===== src/hdl/chte_mod.sv =====
// Bit-serial 32-bit remainder unit (restoring, one dividend bit per cycle).
module chte_mod #(
   parameter int DIV_W = 9
) (
   input  logic             clock,
   input  logic             reset,
   input  logic             start,
   input  logic [31:0]      dividend,
   input  logic [DIV_W-1:0] divisor,
   output logic             done,
   output logic [DIV_W-1:0] rem
);
   logic             busy_ff, busy_in;
   logic             done_ff, done_in;
   logic [4:0]       cnt_ff, cnt_in;
   logic [31:0]      dvd_ff, dvd_in;
   logic [DIV_W:0]   rem_ff, rem_in;
   logic [DIV_W:0]   trial;

   always_comb begin
      busy_in = busy_ff;
      done_in = 1'b0;
      cnt_in  = cnt_ff;
      dvd_in  = dvd_ff;
      rem_in  = rem_ff;
      trial   = {rem_ff[DIV_W-1:0], dvd_ff[31]};
      if (start) begin
         busy_in = 1'b1;
         cnt_in  = '0;
         dvd_in  = dividend;
         rem_in  = '0;
      end else if (busy_ff) begin
         rem_in = (trial >= {1'b0, divisor}) ? trial - {1'b0, divisor} : trial;
         dvd_in = {dvd_ff[30:0], 1'b0};
         cnt_in = cnt_ff + 5'd1;
         if (cnt_ff == 5'd31) begin
            busy_in = 1'b0;
            done_in = 1'b1;
         end
      end
   end

   always_ff @(posedge clock) begin
      if (reset) begin
         busy_ff <= 1'b0;
         done_ff <= 1'b0;
      end else begin
         busy_ff <= busy_in;
         done_ff <= done_in;
      end
      cnt_ff <= cnt_in;
      dvd_ff <= dvd_in;
      rem_ff <= rem_in;
   end

   assign done = done_ff;
   assign rem  = rem_ff[DIV_W-1:0];
endmodule


===== config.mk =====
export PLATFORM = sky130hd
export DESIGN_NAME = chte_mod
export DESIGN_NICKNAME = d
export VERILOG_FILES = /design/src/hdl/chte_mod.sv
export SDC_FILE = /design/constraint.sdc
export NUM_CORES = 1
export LEC_CHECK = 0
export ABC_AREA = 1
export BUFFER_PORTS_ARGS = -buffer_cell sky130_fd_sc_hd__buf_4
export CAP_MARGIN = 20
export CELL_PAD_IN_SITES_DETAIL_PLACEMENT = 1
export CELL_PAD_IN_SITES_GLOBAL_PLACEMENT = 1
export CORE_MARGIN = 8
export CORE_UTILIZATION = 40
export DETAILED_ROUTE_END_ITERATION = 6
export GPL_TIMING_DRIVEN = 1
export PLACE_DENSITY = 0.92
export SYNTH_ARGS = -nofsm -noshare
export SYNTH_HDL_FRONTEND = slang
export SYNTH_SLANG_ARGS = --single-unit

===== constraint.sdc =====
create_clock -name clock -period 1.8 [get_ports clock]
set_input_delay 0.36 -clock clock [delete_from_list [all_inputs] [get_ports clock]]
set_output_delay 0.36 -clock clock [all_outputs]
set_load 0.02 [all_outputs]

== After elaboration in Yosys (flattened, before gate mapping) ==
Index checks and enable logic that the tools add are counted.
Operators by class
  add/sub/neg operators: 2
  magnitude comparators: 1
  equality and inequality tests: 1
  muxes and demuxes: 7
  bitwise gates (word level): 1
  reductions and logical operators: 2
Operator list (number)
  32-bit 2-to-1 mux: 2
  10-bit by 9-bit >= comparator with 1-bit output: 1
  9-bit 2-to-1 mux: 1
  9-bit subtractor: 1
  5-bit by 1-bit adder with 5-bit output (second input constant): 1
  5-bit == test (second input constant): 1
  1-bit 2-to-1 mux: 4
  3-bit OR reduction: 1
  2-bit nonzero test: 1
  1-bit inverter: 1
Storage, ports and cells
  register bits after elaboration: 48
  bits of input ports: 44
  output and inout port bits: 10
  word-level logic and storage cells: 19

== Longest topological paths before layout ==
  word-level depth: 4
  depth in mapped cells: 13
  gate-level depth less buffers: 13

== Worst setup path before layout ==
No wires, ideal clock.
  path type: flip-flop to flip-flop
  start: reg dvd_ff[31]
  end: reg rem_ff[0]
  library setup time: 0.113 ns
  arrival time: 1.534 ns
  data required time: 1.687 ns
  slack: 0.152 ns
  stages on the path, launching flop included: 11
  path buffers: 0
  cell sequence: edfxtp_1 -> inv_1 -> ha_1 -> inv_1 -> fa_1 -> nand4_1 -> nand2_2 -> nand2_4 -> nand3_1 -> nand3_1 -> nand2_1
Between the ends
  cells in the longest elaborated chain, start to end: 2
RTL lines
  from (decl): line 16  | logic [31:0] dvd_ff, dvd_in;
  from (signal assigned): line 52  | dvd_ff <= dvd_in;
  9-bit subtractor / 10-bit by 9-bit >= comparator with 1-bit output (equally long branches): line 33  | rem_in = (trial >= {1'b0, divisor}) ? trial - {1'b0, divisor} : trial;
  9-bit 2-to-1 mux (*): line 33
  to (signal assigned): line 53  | rem_ff <= rem_in;
  to (decl): line 17  | logic [DIV_W:0] rem_ff, rem_in;
Mark *: on every way between the ends. The rest lies on a longest branch, timed or not.
A chain may end at the register's enable or synchronous reset.

== Worst setup path after layout ==
  start: reg dvd_ff[31]
  end: reg rem_ff[8]
The elaborated chain is that of the path after synthesis.

==> flow_metrics.tcl <==
set metrics [dict create \
    clock_sinks 48 \
    power_density_nw_per_um2 707 \
    cts_tree "built" \
    yosysWarnings 0 \
    power.share.clock_pct 26.2 \
    synthDominantCellAreaShare_pct 36.8 \
    wirelength_mm 6.70 \
    ys_seq_area_share_pct 49.0 \
    dp_hpwl_mm 5.20 \
    synth.distinct_cells 28 \
    required_ns 2.05 \
    max_stage_delay_ns 0.39 \
    cts.reportedPaths.clkPinSlew_ns 0.08 \
    post-route-min-period_ns 1.79 \
    antenna_found_initial 0 \
    drive_gt1_share_pct 24.7 \
    grt_pass1_wl_mm 11.4 \
    synth_nets 390 \
    std_cell_rows 29 \
    hp-class "in2reg" \
    cts-buffers-inserted 5 \
    max_clock_freq_ghz 0.559 \
    die_w_um 96.8 \
    vias 2334 \
    drtAntennaViolNets 0 \
    seq_power_share_pct 55.3 \
    start_kind "register" \
    yosys-top-cells-area "edfxtp_1 37%, nand2_1 23%, dfxtp_1 12%, inv_1 5.6%, ha_1 5.3%" \
    syn_avg_cell_area_um2 7.83 \
    maxSlewHeadroom_pct 82.3 \
    areaGrowthSynthToFinish_pct 28.4 \
    antennaDiodeCount 0 \
    num_io_pins 54 \
    die-area_um2 9380 \
    netlist.top_cell.by_area "edfxtp_1" \
    whs_path_depth 2 \
    io_buffers 53 \
    slowest_stage "edfxtp_1" \
    grt_max_degree 30 \
    worst_setup_path_end_kind "register" \
    intPower_w 0.00175 \
    rsz0062_at_grt "true" \
    syn_area_um2 2610 \
    worstHoldStart "reset" \
    path_cells "inv_2 > ha_4 > inv_2 > fa_2 > nand4_1 > nand2_2 > nand2_4 > nand2_8 > nand2_1 > nand3_1 > nand2_1" \
    switchingPower_w 0.000621 \
    worst-endpoint-arrival_ns 2.04 \
    clock_skew_ns 0.00419 \
    p_leak_nw 1.76 \
    switching_share_pct 26.2 \
    finalInstanceArea_um2 3360 \
    tightest_slew_ns 0.264 \
    setup_tns_ns 0 \
    grt_pass1_vias 2540 \
    cts_buffer_depth 2 \
    setup_viol 0 \
    synthCells 334 \
    detail_route.wl_per_cell_um 13.9 \
    synth_seq_cells 48 \
    nets 460 \
    combPwrFrac_pct 18.5 \
    path_max_fanout 6 \
    die_h_um 96.8 \
    holdBufCountCts 0 \
    vias_per_cell 4.84 \
    cts-root-buf "clkbuf_8" \
    drt_iter0_markers 73 \
    hold_viol_final 0 \
    ctsHtreeMaxLevel 2 \
    cap_viol_max_count 0 \
    ir_worst_vdd_mv 0.566 \
    finalCritPeriodShare_pct 99.4 \
    route.detailed.drc 0 \
    overflow 0 \
    first_pass_iters 4 \
    reg2reg_from "dvd_ff[31]" \
    crit_start "dvd_ff[31]" \
    gp_congestion 0.795 \
    post_dp_cell_area_um2 3190 \
    status "complete, no violations" \
    initial_core_util_pct 41.2 \
    ff2ff_path_depth 11 \
    insertion_delay_ns 0.30 \
    track_usage_pct 14.2 \
    core_area_um2 6350 \
    slew_violations 0 \
    critPathKind "reg2reg" \
]
-- worst max-delay path: cells and delay by family, from the launching register on --
kind / cells / cell delay, ns
flops: 1 / 0.39
fa+ha+maj: 2 / 0.49
buf+inv: 2 / 0.15
simple gates: 7 / 0.71
-- synthesized netlist by cell type --
master and n:
nand2_1 158, inv_1 39, edfxtp_1 32, nand3_1 26, dfxtp_1 16, ha_1 11
nor2_1 8, a21oi_1 6, clkbuf_1 6, nor3_1 5, nand2_2 4, xnor2_1 3
buf_2 2, clkinv_1 2, nand4_1 2, o21ai_0 2, a211oi_1 1, a21oi_2 1
a22o_1 1, buf_1 1, buf_4 1, buf_6 1, fa_1 1, nand2_4 1
nand2_8 1, nor2_2 1, nor2b_4 1, o21a_1 1
-- what timing repair did --
| item | 4_1_cts | 5_1_grt |
|---|---|---|
| pin swaps | 2 | 1 |
| setup endpoints to repair | 9 | 9 |
| cloned | 1 | 1 |
| resized for setup | 3 | 9 |
| buffers inserted | 2 | 1 |
-- logic make-up after synthesis --
group / count (synthesis) / share of synthesized area, %
xor+xnor: 3 / 1.01
compound gates: 12 / 2.78
simple gates: 207 / 33.2
fa+ha+maj: 12 / 6.03
buf+inv: 52 / 7.99
flops: 48 / 49.0
-- final cells by class --
type / count / area, um2
clock buffers: 7 / 76.3
clock inverters: 1 / 5.00
fillers: 811 / 2990
inverters: 41 / 154
multi-input cells: 236 / 1180
flip-flops and latches: 48 / 1280
well taps: 77 / 96.3
repair buffers: 72 / 566
-- sequential cells by signal, indices dropped and copies added, names as in the netlist --
signal	cells
dvd_ff	32
rem_ff	9
cnt_ff	5
busy_ff	1
done	1
-- layer usage --
layer,track usage (%),wire length (um),vias to the layer above
met5,0,0,-
met2,24.3,3350,51
li1,-,-,1189
met3,3.91,320,10
met4,5.56,142,0
met1,16.3,2900,1084
-- metrics by stage --
| step | cells | setup slack, ns | util [%] | hold WS [ns] | power (W) |
|---|---|---|---|---|---|
| finish | 482 | 0.00996 | 52.9 | 0.231 | 0.00237 |
| floorplan | 334 | 0.152 | - | 0.436 | 0.00157 |
| global route | 482 | -0.0954 | 52.9 | 0.237 | 0.00249 |
| global placement | 469 | -0.0146 | 50.2 | 0.475 | 0.00173 |
| CTS | 480 | -0.00840 | 51.8 | 0.228 | 0.00238 |
| detailed placement | 469 | -0.119 | 50.2 | 0.486 | 0.00175 |
-- layout by cell type (no fill, tap or decap) --
cell,netlist,routed
a211oi_1,1,1
a21oi_1,6,6
a21oi_2,1,1
a22o_1,1,1
buf_12,0,2
buf_4,1,70
clkbuf_1,6,2
clkbuf_8,0,5
clkinv_1,2,2
clkinv_2,0,1
dfxtp_1,16,16
edfxtp_1,32,32
fa_2,0,1
ha_1,11,10
ha_4,0,1
inv_1,39,37
inv_2,0,2
nand2_1,158,153
nand2_2,4,10
nand2_4,1,2
nand2_8,1,1
nand3_1,26,24
nand3_2,0,2
nand4_1,2,2
nor2_1,8,8
nor2_2,1,1
nor2b_4,1,1
nor3_1,5,5
o21a_1,1,1
o21ai_0,2,2
xnor2_1,3,3
-- final timing paths --
kind	endpoint	slack [ns]
setup / recovery	rem_ff[8]	0.01
hold reg to reg	rem_ff[1]	0.50
hold / removal	busy_ff	0.23
setup reg to reg	rem_ff[8]	0.01
-- power by group through the flow --
stage	Clock, W	Combinational, W	Sequential [W]
floorplan	0	0.000235	0.00134
global placement	0	0.000397	0.00133
detailed placement	0	0.000417	0.00134
CTS	0.000636	0.000426	0.00131
global route	0.000672	0.000493	0.00132
finish	0.000622	0.000438	0.00131
No activity file was read; power rests on OpenSTA's default activity.
