$ cat src/hdl/chte_ram.sv
// Generic single-write, single-read synchronous RAM with registered read.
module chte_ram #(
   parameter int WIDTH = 8,
   parameter int DEPTH = 16
) (
   input  logic                     clock,
   input  logic                     we,
   input  logic [$clog2(DEPTH)-1:0] waddr,
   input  logic [WIDTH-1:0]         wdata,
   input  logic [$clog2(DEPTH)-1:0] raddr,
   output logic [WIDTH-1:0]         rdata
);
   logic [WIDTH-1:0] mem [DEPTH];

   always_ff @(posedge clock) begin
      if (we) begin
         mem[waddr] <= wdata;
      end
      rdata <= mem[raddr];
   end
endmodule

$ cat config.mk
export PLATFORM = sky130hd
export DESIGN_NAME = chte_ram
export DESIGN_NICKNAME = d
export VERILOG_FILES = /design/src/hdl/chte_ram.sv
export SDC_FILE = /design/constraint.sdc
export NUM_CORES = 1
export LEC_CHECK = 0
export ABC_AREA = 1
export BUFFER_PORTS_ARGS = -buffer_cell sky130_fd_sc_hd__buf_4
export CAP_MARGIN = 0
export CORE_MARGIN = 2
export CORE_UTILIZATION = 40
export CTS_BUF_LIST = sky130_fd_sc_hd__clkbuf_8
export DETAILED_ROUTE_END_ITERATION = 10
export RECOVER_POWER = 50
export SETUP_SLACK_MARGIN = 0.1
export SYNTH_ARGS = -nofsm -noshare
export SYNTH_HDL_FRONTEND = slang
export SYNTH_SLANG_ARGS = --single-unit
$ cat constraint.sdc
create_clock -name clock -period 1.1 [get_ports clock]
set_clock_uncertainty 0.1 [all_clocks]
set_input_delay 0.11 -clock clock [delete_from_list [all_inputs] [get_ports clock]]
set_output_delay 0.11 -clock clock [all_outputs]
set_load 0.05 [all_outputs]
Word-level counts from Yosys, hierarchy flattened
Memories as Yosys holds them, arrays and structs flattened. A register that Yosys moved wholly into a read port is not among the register bits.
Cells that the tools add are included.
- register bits after elaboration: 0
- word-level logic and storage cells: 3
- RAM bits: 128
- memories kept: 1
- output and inout port bits: 8
- bits of input ports: 18
- muxes and demuxes: 2
- memories (memory ; words ; bits a word ; rd ports ; clocked after memory_dff ; write ports ; RTL line ; source):
    mem ; 16 ; 8 ; 1 ; 1 ; 1 ; 13 ; logic [WIDTH-1:0] mem [DEPTH];
- operators with widths (kind ; number):
    $mux W1 ; 2

Longest topological paths before layout
Gate-level depths: netlist (run 1).
- depth in word-level cells: 2
- depth in mapped cells: 8

Worst setup path before layout (run 1)
Ideal clock, no wire load.
- path type: input -> register
- start: in waddr[3]
- end: mem mem[4][0], enable pin
- stages on the path: 2
- path buffers: 0
- path slack: -0.061 ns
- arrival: 0.691 ns
- setup time: 0.370 ns
- path through: nand3b_1 nor2_1
- RTL lines (item ; RTL line ; source):
    start, declared ; 8 ; input logic [$clog2(DEPTH)-1:0] waddr,
    end, declared ; 13 ;
No word-level cell before the write port.

Worst setup path in the final report (run 1)
- start: reg rdata[2] (read register of mem)
- end: out rdata[2]
- RTL lines (item ; RTL line ; source):
    start, declared ; 11 ; output logic [WIDTH-1:0] rdata
No word-level cell between the ends.

==> run summary, run 1 <==
The run finished, with violations left. The checks that failed: negative setup slack. The signal on the critical path passes through buf_8.

Yosys attributes the largest share of cell area to sky130_fd_sc_hd__edfxtp_1, sky130_fd_sc_hd__nand2_1, sky130_fd_sc_hd__nand3_1. The run gives 15400 µm² as the die area. The routed design has 13.2 mm of wire.

From synthesis to final layout, the design area changed by 23.0%. Entering global routing, the biggest net connects 33 pins. The first global-routing pass estimated 20.7 mm of wire. The count of input and output buffers is 25, and the detailed-routing wirelength on met1 is 5.68 mm.

Cells fill 50.7% of the core in the end. The run gives 14000 µm² as the placeable core area. Sequential cells burn 52.6% of the power.

For this configuration, the core starts out at a cell density of 41.2%. Setup violations remaining at the end of the flow were counted as 8. Number of buffers and inverters on the critical path: 1. Per report_power, the clock group accounts for 37.9% of the total. The worst max-slew margin expressed relative to the limit was 65.8%; the count of cells along the worst register-to-register path was 6. The startpoint identified for the worst hold timing path is raddr[2]. 26 I/O pins were placed.

The fraction of final layout cells sized beyond drive strength 1 was 23.8%; the time the final worst path needs with I/O delays and setup was 1.18 ns. Total track usage: 19.3%. TritonCTS built the clock tree. The clock net in this run drives a total of 136 sinks. The worst-case hold slack is 0.0234 ns, and the number of buffers created by CTS is 17. The floorplan step set the die width to 124 µm. For this block, the via count after detailed routing is 3820. At the pin with the least slew margin, the transition time is 0.511 ns. At the later pin of the worst-skew pair, clock insertion delay measures 0.46 ns.

Ratio of final minimum period to clock period: 107%. The HPWL after detailed placement is 8.21 mm. The netlist uses 12 different library cells. The largest single stage delay on the critical path is 0.37 ns. Setup repair after global routing could not meet its margin everywhere.

Derived from the worst setup path, the maximum achievable clock frequency is 847 MHz. In this run the critical register-to-register path is captured at rdata[1]. The warning count from the yosys run came out at 0.

The cell count of the worst hold path works out to 5. The floorplan has 43 rows. The number of antenna diodes in the final layout is 0. Kind of critical path: reg -> out.

By count the netlist is led by sky130_fd_sc_hd__nand2_1, sky130_fd_sc_hd__edfxtp_1, sky130_fd_sc_hd__inv_1. The tool flagged a number of max-cap violations equal to 0. The height of the die works out to 124 µm. Across the VDD grid, the largest voltage drop is 1.18 mV.

The clock passes through at most 2 buffers. sky130_fd_sc_hd__nand2_1 is the most common cell in the netlist. The number of gates on the worst path with buffers counted was 1; the count of placed standard cells including taps was 761.

The final instance count without filler cells was 801. For this run, asynchronously set or reset flops after synthesis account for 0%. The DRC violation count after routing was 0. The run gives 0.89 ns as the data required time of the worst path. The most frequently used flop master after synthesis was sky130_fd_sc_hd__edfxtp_1.

In this run the power spent charging and discharging nets is 0.00255 W. After the last flow step, the layout net total stands at 627. The combinational share of power was 9.5%.

For this run, the detailed router's first-pass iteration total came to 4. The tools report the arrival time reported for the critical path endpoint as 0.97 ns. The number of global-route vias before repair came out at 3797.

Each instance of the synthesized netlist takes up on average 10.5 µm². The total overflow reported by the global router was 0. The tools report the internal cell power as 0.00855 W.

The number of enable-type register cells in the synthesized netlist came out at 128. The reg-to-reg setup timing slack was 0.03 ns; the leakage dissipation was 3.03 nW. Counting flops and latches in the post-synthesis netlist gives 136. Signal routing reaches up to met4. The H-tree was split into 4 levels.

The initial antenna violation count came out at 0. The tools report the capture endpoint of the worst hold path as rdata[4]. Power comes to 0.0111 W.

sky130_fd_sc_hd__edfxtp_1 takes more of the synthesized area than any other cell. The kind of end point of the critical path is an output port. The tools report the launch instance of the worst register-to-register path as mem[6][1].

In this run the cell area of the synthesized design comes to 5770 µm². The placer's final routability congestion estimate is 0.837. Synthesis produced a netlist whose cell count is 551. The run gives 581 µm as the detailed route wirelength on metal3. The slowest cell on the critical path is sky130_fd_sc_hd__dfxtp_4. The root buffer cell is sky130_fd_sc_hd__clkbuf_8. Count of routing violations after the opening detailed-route iteration: 300. The path class of the tightest hold or removal check is in -> reg. The total count of hold-check failures in the final report came out at 0. The area share of the largest cell type after synthesis is 66.7%. The tools report the met2 wirelength from detailed routing as 6.55 mm. In the routed layout, each cell is associated on average with a via count of 4.77.

Counting every net in the synthesized netlist gives 569. Critical-path maximum fanout: 1. The startpoint type of the worst setup path was a flop.

In this run switching power makes up 23.0% of total power. The clock transition at the register clock pins on the worst setup and hold paths after CTS is 0.07 ns. The sequential-to-total area share from yosys stat is 69.4%, and the number of antenna-violating nets in the routed design is 0.

Power spread over the standard cell area amounts to 1570 nW/µm². For the minimum setup slack after placement, the log shows -0.219 ns. The worst setup slack after layout is -0.0809 ns, and the detail-routed net length per standard cell is 16.5 µm.

The family with the most delay on the worst path is flip-flops. The final max-slew violation count came out at 0.
## worst min-delay path, stage by stage
cell and delay, ns:
sky130_fd_sc_hd__buf_4 0.11, sky130_fd_sc_hd__buf_4 0.14, sky130_fd_sc_hd__nand3_1 0.08, sky130_fd_sc_hd__nand3_1 0.06, sky130_fd_sc_hd__nand2_1 0.04
## state kept, by name (all words and copies together), names as in the netlist
name / cells
rdata: 8
mem: 128
## power by group through the flow
stage / clock network, W / registers [W] / logic [W]
6_report: 0.00421 / 0.00584 / 0.00105
5_1_grt: 0.00449 / 0.00585 / 0.00115
4_1_cts: 0.00426 / 0.00584 / 0.00104
3_5_place_dp: 0 / 0.00594 / 0.000930
3_3_place_gp: 0 / 0.00593 / 0.000928
2_1_floorplan: 0 / 0.00605 / 0.000416
## layer usage
metal	global-route usage, %	up-vias
met1	23.8	1826
met4	9.27	0
met5	0	-
met2	31.1	87
met3	5.54	26
li1	-	1881
## worst max path at each step
stage	start	end	slack (ns)
final	rdata[2]	rdata[2]	-0.08
after global placement	raddr[0]	rdata[2]	-0.22
after global routing	rdata[2]	rdata[2]	-0.13
after CTS	rdata[2]	rdata[2]	-0.12
after floorplan	waddr[0]	mem[0][0]	-0.04
after detailed placement	raddr[0]	rdata[2]	-0.22
## cell families (layout without fill, tap and decap cells)
| group | after synthesis | count (layout) | synth area share, % |
|---|---|---|---|
| flops | 136 | 136 | 69.4 |
| simple gates | 289 | 289 | 21.0 |
| buf+inv | 126 | 196 | 9.52 |
## placed cells by master, fill, tap and decap left out, types with 6 or more instances in the layout
cell                            Yosys  layout
sky130_fd_sc_hd__buf_12             0       7
sky130_fd_sc_hd__buf_4              4      20
sky130_fd_sc_hd__clkbuf_1           0       7
sky130_fd_sc_hd__clkbuf_2           0      11
sky130_fd_sc_hd__clkbuf_8           0      17
sky130_fd_sc_hd__clkinv_1           0       6
sky130_fd_sc_hd__dfxtp_2            0       7
sky130_fd_sc_hd__dlygate4sd3_1      0       9
sky130_fd_sc_hd__edfxtp_1         128     128
sky130_fd_sc_hd__inv_1            100      98
sky130_fd_sc_hd__nand2_1          173     164
sky130_fd_sc_hd__nand2_2            0       9
sky130_fd_sc_hd__nand3_1           97      50
sky130_fd_sc_hd__nand3_2            0      47
sky130_fd_sc_hd__nor2_1            17       9
sky130_fd_sc_hd__nor2_2             0       8
## repair_timing
action | 4_1_cts | 5_1_grt
setup buffers | 0 | 0
hold buffers | 9 | 0
endpoints found under the hold margin | 136 | 0
resized for setup | 51 | 29
gates cloned | 0 | 0
pin swaps | 28 | 25
endpoints found under the setup margin | 16 | 16
## area by class of cell
class                           count  area [µm²]
Clock inverter                     14         163
Multi-Input combinational cell    289        1490
Fill cell                        1271        6900
Inverter                          102         383
Timing Repair Buffer               63         578
Clock buffer                       17         234
Sequential cell                   136        4020
Tap cell                          180         225
## through the flow
stage,TNS [ns],cell area [µm²]
after global placement,-13.20,6360
after floorplan,-2.58,5790
final,-0.362,7090
after global routing,-0.712,7090
after CTS,-0.613,7050
after detailed placement,-14.47,6360
Power figures use the tool's default switching activity.
==> run 2, diff against run 1 <==
--- a/config.mk
+++ b/config.mk
@@ -9,7 +9,7 @@
 export BUFFER_PORTS_ARGS = -buffer_cell sky130_fd_sc_hd__buf_4
 export CAP_MARGIN = 0
 export CORE_MARGIN = 2
-export CORE_UTILIZATION = 40
+export CORE_UTILIZATION = 45
 export CTS_BUF_LIST = sky130_fd_sc_hd__clkbuf_8
 export DETAILED_ROUTE_END_ITERATION = 10
 export RECOVER_POWER = 50
==> run summary, run 2 (synthesized netlist as in run 1, its figures left out) <==
The flow ran to the end, but the final reports show violations. Violations in the final reports: negative setup slack (unchanged). The detail-routed net length per standard cell came out at 16.5 µm (about the same). Detail-routed via count per cell: 4.86 (was 4.77).

Ratio of final minimum period to clock period: 106% (was 107%). The root buffer cell is sky130_fd_sc_hd__clkbuf_8 (unchanged). The run gives 26 (unchanged) as the number of placed I/O pins. The count of input and output buffers is 25 (unchanged). The reg-to-reg endpoint is rdata[5] (was rdata[1]).

The data required time of the worst path was 0.89 ns (about the same). The tools report the arrival time reported for the critical path endpoint as 0.95 ns (was 0.97 ns). Cells along the critical path: buf_8 (unchanged).

The logs give 19.8 mm (was 20.7 mm) for the wire length of the first global-routing pass and 20.5% (was 19.3%) for the total track usage. Leading cell types in the layout, fill and taps excluded: sky130_fd_sc_hd__nand2_1, sky130_fd_sc_hd__edfxtp_1, sky130_fd_sc_hd__inv_1 (unchanged). Die area: 13700 µm² (was 15400 µm²). Type of the most critical hold path: in -> reg (unchanged). The slew at the pin with the worst max-slew slack is 0.557 ns (was 0.511 ns), and the max-capacitance violation count is 0 (unchanged). The total overflow reported by the global router is 0 (unchanged), and the final-report setup violation count is 16 (was 8).

The H-tree depth is 4 (unchanged), and the starting density of the core is 45.9% (was 41.2%). The number of sinks on the clock net is 136 (unchanged). Utilization after layout: 56.3% (was 50.7%). The switching power share of the total was 24.6% (was 23.0%). The tools report the maximum resistive drop on vdd as 0.766 mV (was 1.18 mV).

Number of global-route vias before repair: 3591 (was 3797). For the count of placed standard cells including taps, the log shows 752 (was 761). The number of gates on the worst path with buffers counted works out to 1 (unchanged). The tools report the reg-to-reg setup timing slack as 0.06 ns (was 0.03 ns).

Launch instance of the worst register-to-register path: mem[11][5] (was mem[6][1]). The detailed-routing wirelength on met1 is 5.96 mm (was 5.68 mm). The kind of critical path was reg -> out (unchanged). The post-route total power was 0.0104 W (was 0.0111 W). The run gives 624 µm (was 581 µm) as the detailed route wirelength on metal3.

The net switching component of the power was 0.00256 W (was 0.00255 W); the area growth from synthesis to layout was 22.7% (was 23.0%). Registers with the highest flip-flop counts: mem (128), rdata (8) (unchanged). The initial antenna violation count is 0 (unchanged). Maximum clock frequency: 861 MHz (was 847 MHz). The worst setup path startpoint was rdata[4] (was rdata[2]). The slowest cell on the critical path is sky130_fd_sc_hd__dfxtp_2 (was sky130_fd_sc_hd__dfxtp_4). The total count of hold-check failures in the final report is 0 (unchanged), and the clock network power share is 33.7% (was 37.9%).

The logs give 0.825 (was 0.837) for the placer's final routability congestion estimate and 0 (unchanged) for the number of buffers inserted to repair setup after CTS. The flip-flop count of the largest register, all copies and words added came out at 128 (unchanged). The number of optimization iterations in the first detailed-route pass is 4 (unchanged), and the worst setup slack after layout is -0.0616 ns (was -0.0809 ns).

The endpoint of the most critical setup path is rdata[4] (was rdata[2]). The number of buffers and inverters on the critical path is 1 (unchanged), and the DRC violation count after routing is 0 (unchanged). The internal cell power came out at 0.00785 W (was 0.00855 W). For the final instance count without filler cells, the log shows 792 (was 801).

The time the final worst path needs with I/O delays and setup is 1.16 ns (was 1.18 ns). The proportion of power drawn by flip-flops and latches was 56.1% (was 52.6%); the number of buffers on the longest clock path was 2 (unchanged). The number of vias in the routed layout came out at 3853 (was 3820).

The run gives 0 (unchanged) as the number of antenna-violating nets in the routed design. The tools report the number of nets in the final layout as 626 (was 627). The post-detailed-placement half-perimeter wirelength was 8.13 mm (was 8.21 mm); the antenna cell count was 0 (unchanged). The row count was 41 (was 43). Height of the die: 117 µm (was 124 µm). The fraction of final layout cells sized beyond drive strength 1 came out at 25.2% (was 23.8%). For the combinational share of power, the log shows 10.3% (was 9.5%).

The family with the most delay on the worst path was flip-flops (unchanged). The clock transition at the register clock pins on the worst setup and hold paths after CTS was 0.07 ns (about the same). The die outline width is 117 µm (was 124 µm). The longest individual stage delay on the worst path works out to 0.36 ns (was 0.37 ns).

The startpoint type of the worst setup path was a flop (unchanged). The count of routing violations after the opening detailed-route iteration was 200 (was 300); the critical-path maximum fanout was 1 (unchanged). The tools report the kind of end point of the critical path as an output port (unchanged).

The clock network latency to the later pin of the worst-skew pair was 0.45 ns (was 0.46 ns). The met2 wirelength from detailed routing is 6.27 mm (was 6.55 mm), and the leakage dissipation is 3.03 nW (about the same). Setup repair after global routing could not meet its margin everywhere. The count of cells along the worst register-to-register path was 6 (unchanged); the total power per unit cell area was 1470 nW/µm² (was 1570 nW/µm²). The run gives 12600 µm² (was 14000 µm²) as the placeable core area.

The register with the most flip-flops is mem (unchanged). The number of buffers created by CTS was 17 (unchanged); the sum of routed wire length over all layers was 13.1 mm (was 13.2 mm). The run gives 62.9% (was 65.8%) as the worst max-slew margin expressed relative to the limit. The highest routed metal layer is met4 (unchanged). The tools report the filler cell count in the final layout as 1077 (was 1271).

The most common cell after layout, fill and taps aside is sky130_fd_sc_hd__nand2_1 (unchanged). The final max-slew violation count came out at 0 (unchanged). TritonCTS built the clock tree. The tools report the pin count of the biggest net entering global routing as 38 (was 33).
run 2: cell count changes in the layout (fill, tap and decap cells not counted), sizes merged:
cell / change
buf: -5
clkbuf: +7
inv: +2
clkinvlp: +3
clkinv: -4
bufinv: -4
run 2: layer usage:
layer | up-vias | GRT usage, %
met5 | - | 0
met4 | 0 | 7.06
met3 | 22 | 4.53
met2 | 97 | 31.9
met1 | 1851 | 28.6
li1 | 1883 | -
run 2: per-stage QoR:
step | TNS [ns] | hold WS (ns) | worst slack (ns) | cell area [µm²]
after floorplan | -2.58 | 0.109 | -0.0390 | 5790
after global placement | -13.64 | 0.316 | -0.161 | 6350
after detailed placement | -14.22 | 0.319 | -0.158 | 6350
after CTS | -0.498 | 0.000204 | -0.0857 | 6990
after global routing | -1.14 | 0.0526 | -0.103 | 7070
final | -0.364 | 0.0323 | -0.0616 | 7070
run 2: power groups by stage:
stage	registers [W]	clock network, W	logic, W
finish	0.00584	0.00350	0.00107
global route	0.00585	0.00380	0.00116
CTS	0.00584	0.00358	0.00104
detailed placement	0.00593	0	0.000927
global placement	0.00593	0	0.000919
floorplan	0.00605	0	0.000416
run 2: final cells by class:
class,count,area [µm²],share of cell area [%]
timing repair buffer,62,574,8.12
multi-input combinational,289,1550,21.9
clock buffer,20,275,3.89
sequential,136,4010,56.7
tap,172,215,3.04
clock inverter,11,60.1,0.849
inverter,102,383,5.41
run 2: worst min path at each step:
stage	startpoint	to	slack (ns)	depth (start not counted)
floorplan	wdata[0]	mem[0][0]	0.11	0
global placement	raddr[3]	rdata[6]	0.32	3
detailed placement	raddr[3]	rdata[0]	0.32	3
CTS	raddr[3]	rdata[6]	0.0002	4
global route	raddr[3]	rdata[7]	0.05	4
finish	raddr[3]	rdata[7]	0.03	4
run 2: repair_timing:
action | CTS | global route
endpoints found under the setup margin | 16 | 16
endpoints found under the hold margin | 136 | 0
gates resized for setup | 53 | 36
pin swaps | 24 | 35
hold buffers | 9 | 0
==> run 3, diff against run 2 <==
--- a/config.mk
+++ b/config.mk
@@ -12,6 +12,7 @@
 export CORE_UTILIZATION = 45
 export CTS_BUF_LIST = sky130_fd_sc_hd__clkbuf_8
 export DETAILED_ROUTE_END_ITERATION = 10
+export PLACE_DENSITY = 0.66
 export RECOVER_POWER = 50
 export SETUP_SLACK_MARGIN = 0.1
 export SYNTH_ARGS = -nofsm -noshare
==> run summary, run 3 (synthesized netlist as in run 1, its figures left out) <==
The tools report the total count of hold-check failures in the final report as 0 (unchanged). The DRC violation count after routing was 0 (unchanged); the maximum resistive drop on vdd was 0.759 mV (was 0.766 mV). The critical-path maximum fanout is 1 (unchanged).

Violations in the final reports: negative setup slack (unchanged). The total power per unit cell area is 1610 nW/µm² (was 1470 nW/µm²). The proportion of power drawn by flip-flops and latches was 50.2% (was 56.1%); the height of the die was 117 µm (unchanged). Cells along the critical path: buf_8 (unchanged).

The final max-slew violation count was 0 (unchanged); the number of global-route vias before repair was 3805 (was 3591). For the wire length of the first global-routing pass, the log shows 20.4 mm (was 19.8 mm). The register with the most flip-flops is mem (unchanged).

For the starting density of the core, the log shows 45.9% (unchanged). The switching power share of the total works out to 22.0% (was 24.6%). The pin count of the biggest net entering global routing is 33 (was 38). The combinational share of power was 9.3% (was 10.3%); the placer's final routability congestion estimate was 0.837 (was 0.825). The longest individual stage delay on the worst path works out to 0.36 ns (about the same). The clock network power share is 40.5% (was 33.7%), and the area taken by multi-input logic gates is 1550 µm² (about the same). Leading cell types in the layout, fill and taps excluded: sky130_fd_sc_hd__nand2_1, sky130_fd_sc_hd__edfxtp_1, sky130_fd_sc_hd__inv_1 (unchanged).

The maximum clock frequency was 856 MHz (was 861 MHz); the number of buffers on the longest clock path was 2 (unchanged). The ratio of final minimum period to clock period is 106% (about the same), and the row count is 41 (unchanged). The detail-routed via count per cell was 4.91 (was 4.86); the clock network latency to the later pin of the worst-skew pair was 0.44 ns (was 0.45 ns). Registers with the highest flip-flop counts: mem (128), rdata (8) (unchanged). The run gives 0 (unchanged) as the total overflow reported by the global router. For the net switching component of the power, the log shows 0.00256 W (about the same). The tools report the final instance count without filler cells as 793 (was 792).

The logs give 3895 (was 3853) for the number of vias in the routed layout and 0.96 ns (was 0.95 ns) for the arrival time reported for the critical path endpoint. The family with the most delay on the worst path is flip-flops (unchanged). The logs give 4020 µm² (was 4010 µm²) for the storage element area and -0.0684 ns (was -0.0616 ns) for the worst setup slack after layout.

The die outline width was 117 µm (unchanged). The run finished, with violations left. The logs give 4 (unchanged) for the H-tree depth and 20.8% (was 20.5%) for the total track usage. The leakage dissipation was 3.11 nW (was 3.03 nW); the flip-flop count of the largest register, all copies and words added was 128 (unchanged).

The detail-routed net length per standard cell was 16.7 µm (was 16.5 µm). The number of buffers and inverters on the critical path works out to 1 (unchanged). The count of routing violations after the opening detailed-route iteration is 284 (was 200), and the count of input and output buffers is 25 (unchanged). The worst-case hold slack is 0.0489 ns (was 0.0323 ns).

The tools report the final-report setup violation count as 8 (was 16). For the max-capacitance violation count, the log shows 0 (unchanged). The data required time of the worst path came out at 0.89 ns (about the same). The time the final worst path needs with I/O delays and setup is 1.17 ns (was 1.16 ns). The slew at the pin with the worst max-slew slack is 0.477 ns (was 0.557 ns), and the number of buffers created by CTS is 17 (unchanged). For the worst max-slew margin expressed relative to the limit, the log shows 68.1% (was 62.9%). The tools report the kind of end point of the critical path as an output port (unchanged). The root buffer cell was sky130_fd_sc_hd__clkbuf_8 (unchanged).

For the minimum setup slack after placement, the log shows -0.156 ns (was -0.158 ns). The utilization after layout came out at 57.4% (was 56.3%). The run gives 0.00908 W (was 0.00785 W) as the internal cell power.

The fraction of final layout cells sized beyond drive strength 1 came out at 25.6% (was 25.2%). The area growth from synthesis to layout came out at 25.1% (was 22.7%). The tools report the die area as 13700 µm² (unchanged). The tools report the filler cell count in the final layout as 1034 (was 1077).

TritonCTS built the clock tree. Slowest cell on the critical path: sky130_fd_sc_hd__dfxtp_2 (unchanged). The run gives 13.3 mm (was 13.1 mm) as the sum of routed wire length over all layers.

The most common cell after layout, fill and taps aside is sky130_fd_sc_hd__nand2_1 (unchanged). The number of placed I/O pins came out at 26 (unchanged). The startpoint type of the worst setup path was a flop (unchanged). The number of sinks on the clock net came out at 136 (unchanged).

The logs give 752 (unchanged) for the count of placed standard cells including taps and 8.08 mm (was 8.13 mm) for the post-detailed-placement half-perimeter wirelength. The type of the most critical hold path was in -> reg (unchanged). The tools report the post-route total power as 0.0116 W (was 0.0104 W). For the placeable core area, the log shows 12600 µm² (unchanged). The number of antenna-violating nets in the routed design was 0 (unchanged).

Setup repair after global routing could not meet its margin everywhere. The clock transition at the register clock pins on the worst setup and hold paths after CTS came out at 0.08 ns (was 0.07 ns). The logs give 6 (was 4) for the number of optimization iterations in the first detailed-route pass and 0 (unchanged) for the initial antenna violation count. The run gives 626 (unchanged) as the number of nets in the final layout. The kind of critical path is reg -> out (unchanged). The antenna cell count was 0 (unchanged).
## run 3: power groups by stage
| stage | clock network (W) | logic [W] | registers, W |
|---|---|---|---|
| after global routing | 0.00499 | 0.00117 | 0.00585 |
| after global placement | 0 | 0.000914 | 0.00594 |
| after floorplan | 0 | 0.000416 | 0.00605 |
| final | 0.00472 | 0.00108 | 0.00585 |
| after CTS | 0.00477 | 0.00104 | 0.00584 |
| after detailed placement | 0 | 0.000919 | 0.00594 |
## run 3: what timing repair did
item / in CTS / in global routing
endpoints found under the hold margin: 136 / 0
pin swaps: 24 / 23
setup buffers: 0 / 0
endpoints found under the setup margin: 16 / 16
hold buffers: 9 / 0
resized for setup: 56 / 38
## run 3: path summary, 6_finish.rpt
check / cells after the start / from / slack (ns) / end
hold reg to reg: 6 / mem[6][2] / 0.59 / rdata[2]
setup reg to reg: 6 / mem[9][5] / 0.03 / rdata[5]
setup / recovery: 1 / rdata[1] / -0.07 / rdata[1]
hold / removal: 4 / raddr[3] / 0.05 / rdata[1]
## run 3: layout make-up
type	instances	area share, %
Clock buffer	21	4.01
Clock inverter	11	2.46
Inverter	102	5.31
Multi-Input combinational cell	289	21.5
Sequential cell	136	55.7
Tap cell	172	2.98
Timing Repair Buffer	62	8.08
## run 3: tightest hold or removal path, delay by kind of cell
family | cells | cell delay [ns]
simple gates | 2 | 0.18
buf+inv | 2 | 0.27
## run 3: metal layers
metal | global-route usage, % | part of all wire [%] | vias to the layer above
li1 | - | - | 1885
met5 | 0 | 0 | -
met4 | 9.88 | 2.7 | 0
met3 | 4.84 | 6.5 | 25
met1 | 27.8 | 43 | 1844
met2 | 32.5 | 48 | 141
## run 3: through the flow
step	instance area (µm²)	setup TNS (ns)
5_1_grt	7210	-0.875
3_5_place_dp	6340	-12.93
3_3_place_gp	6340	-11.34
2_1_floorplan	5790	-2.58
4_1_cts	7130	-0.455
6_report	7210	-0.250
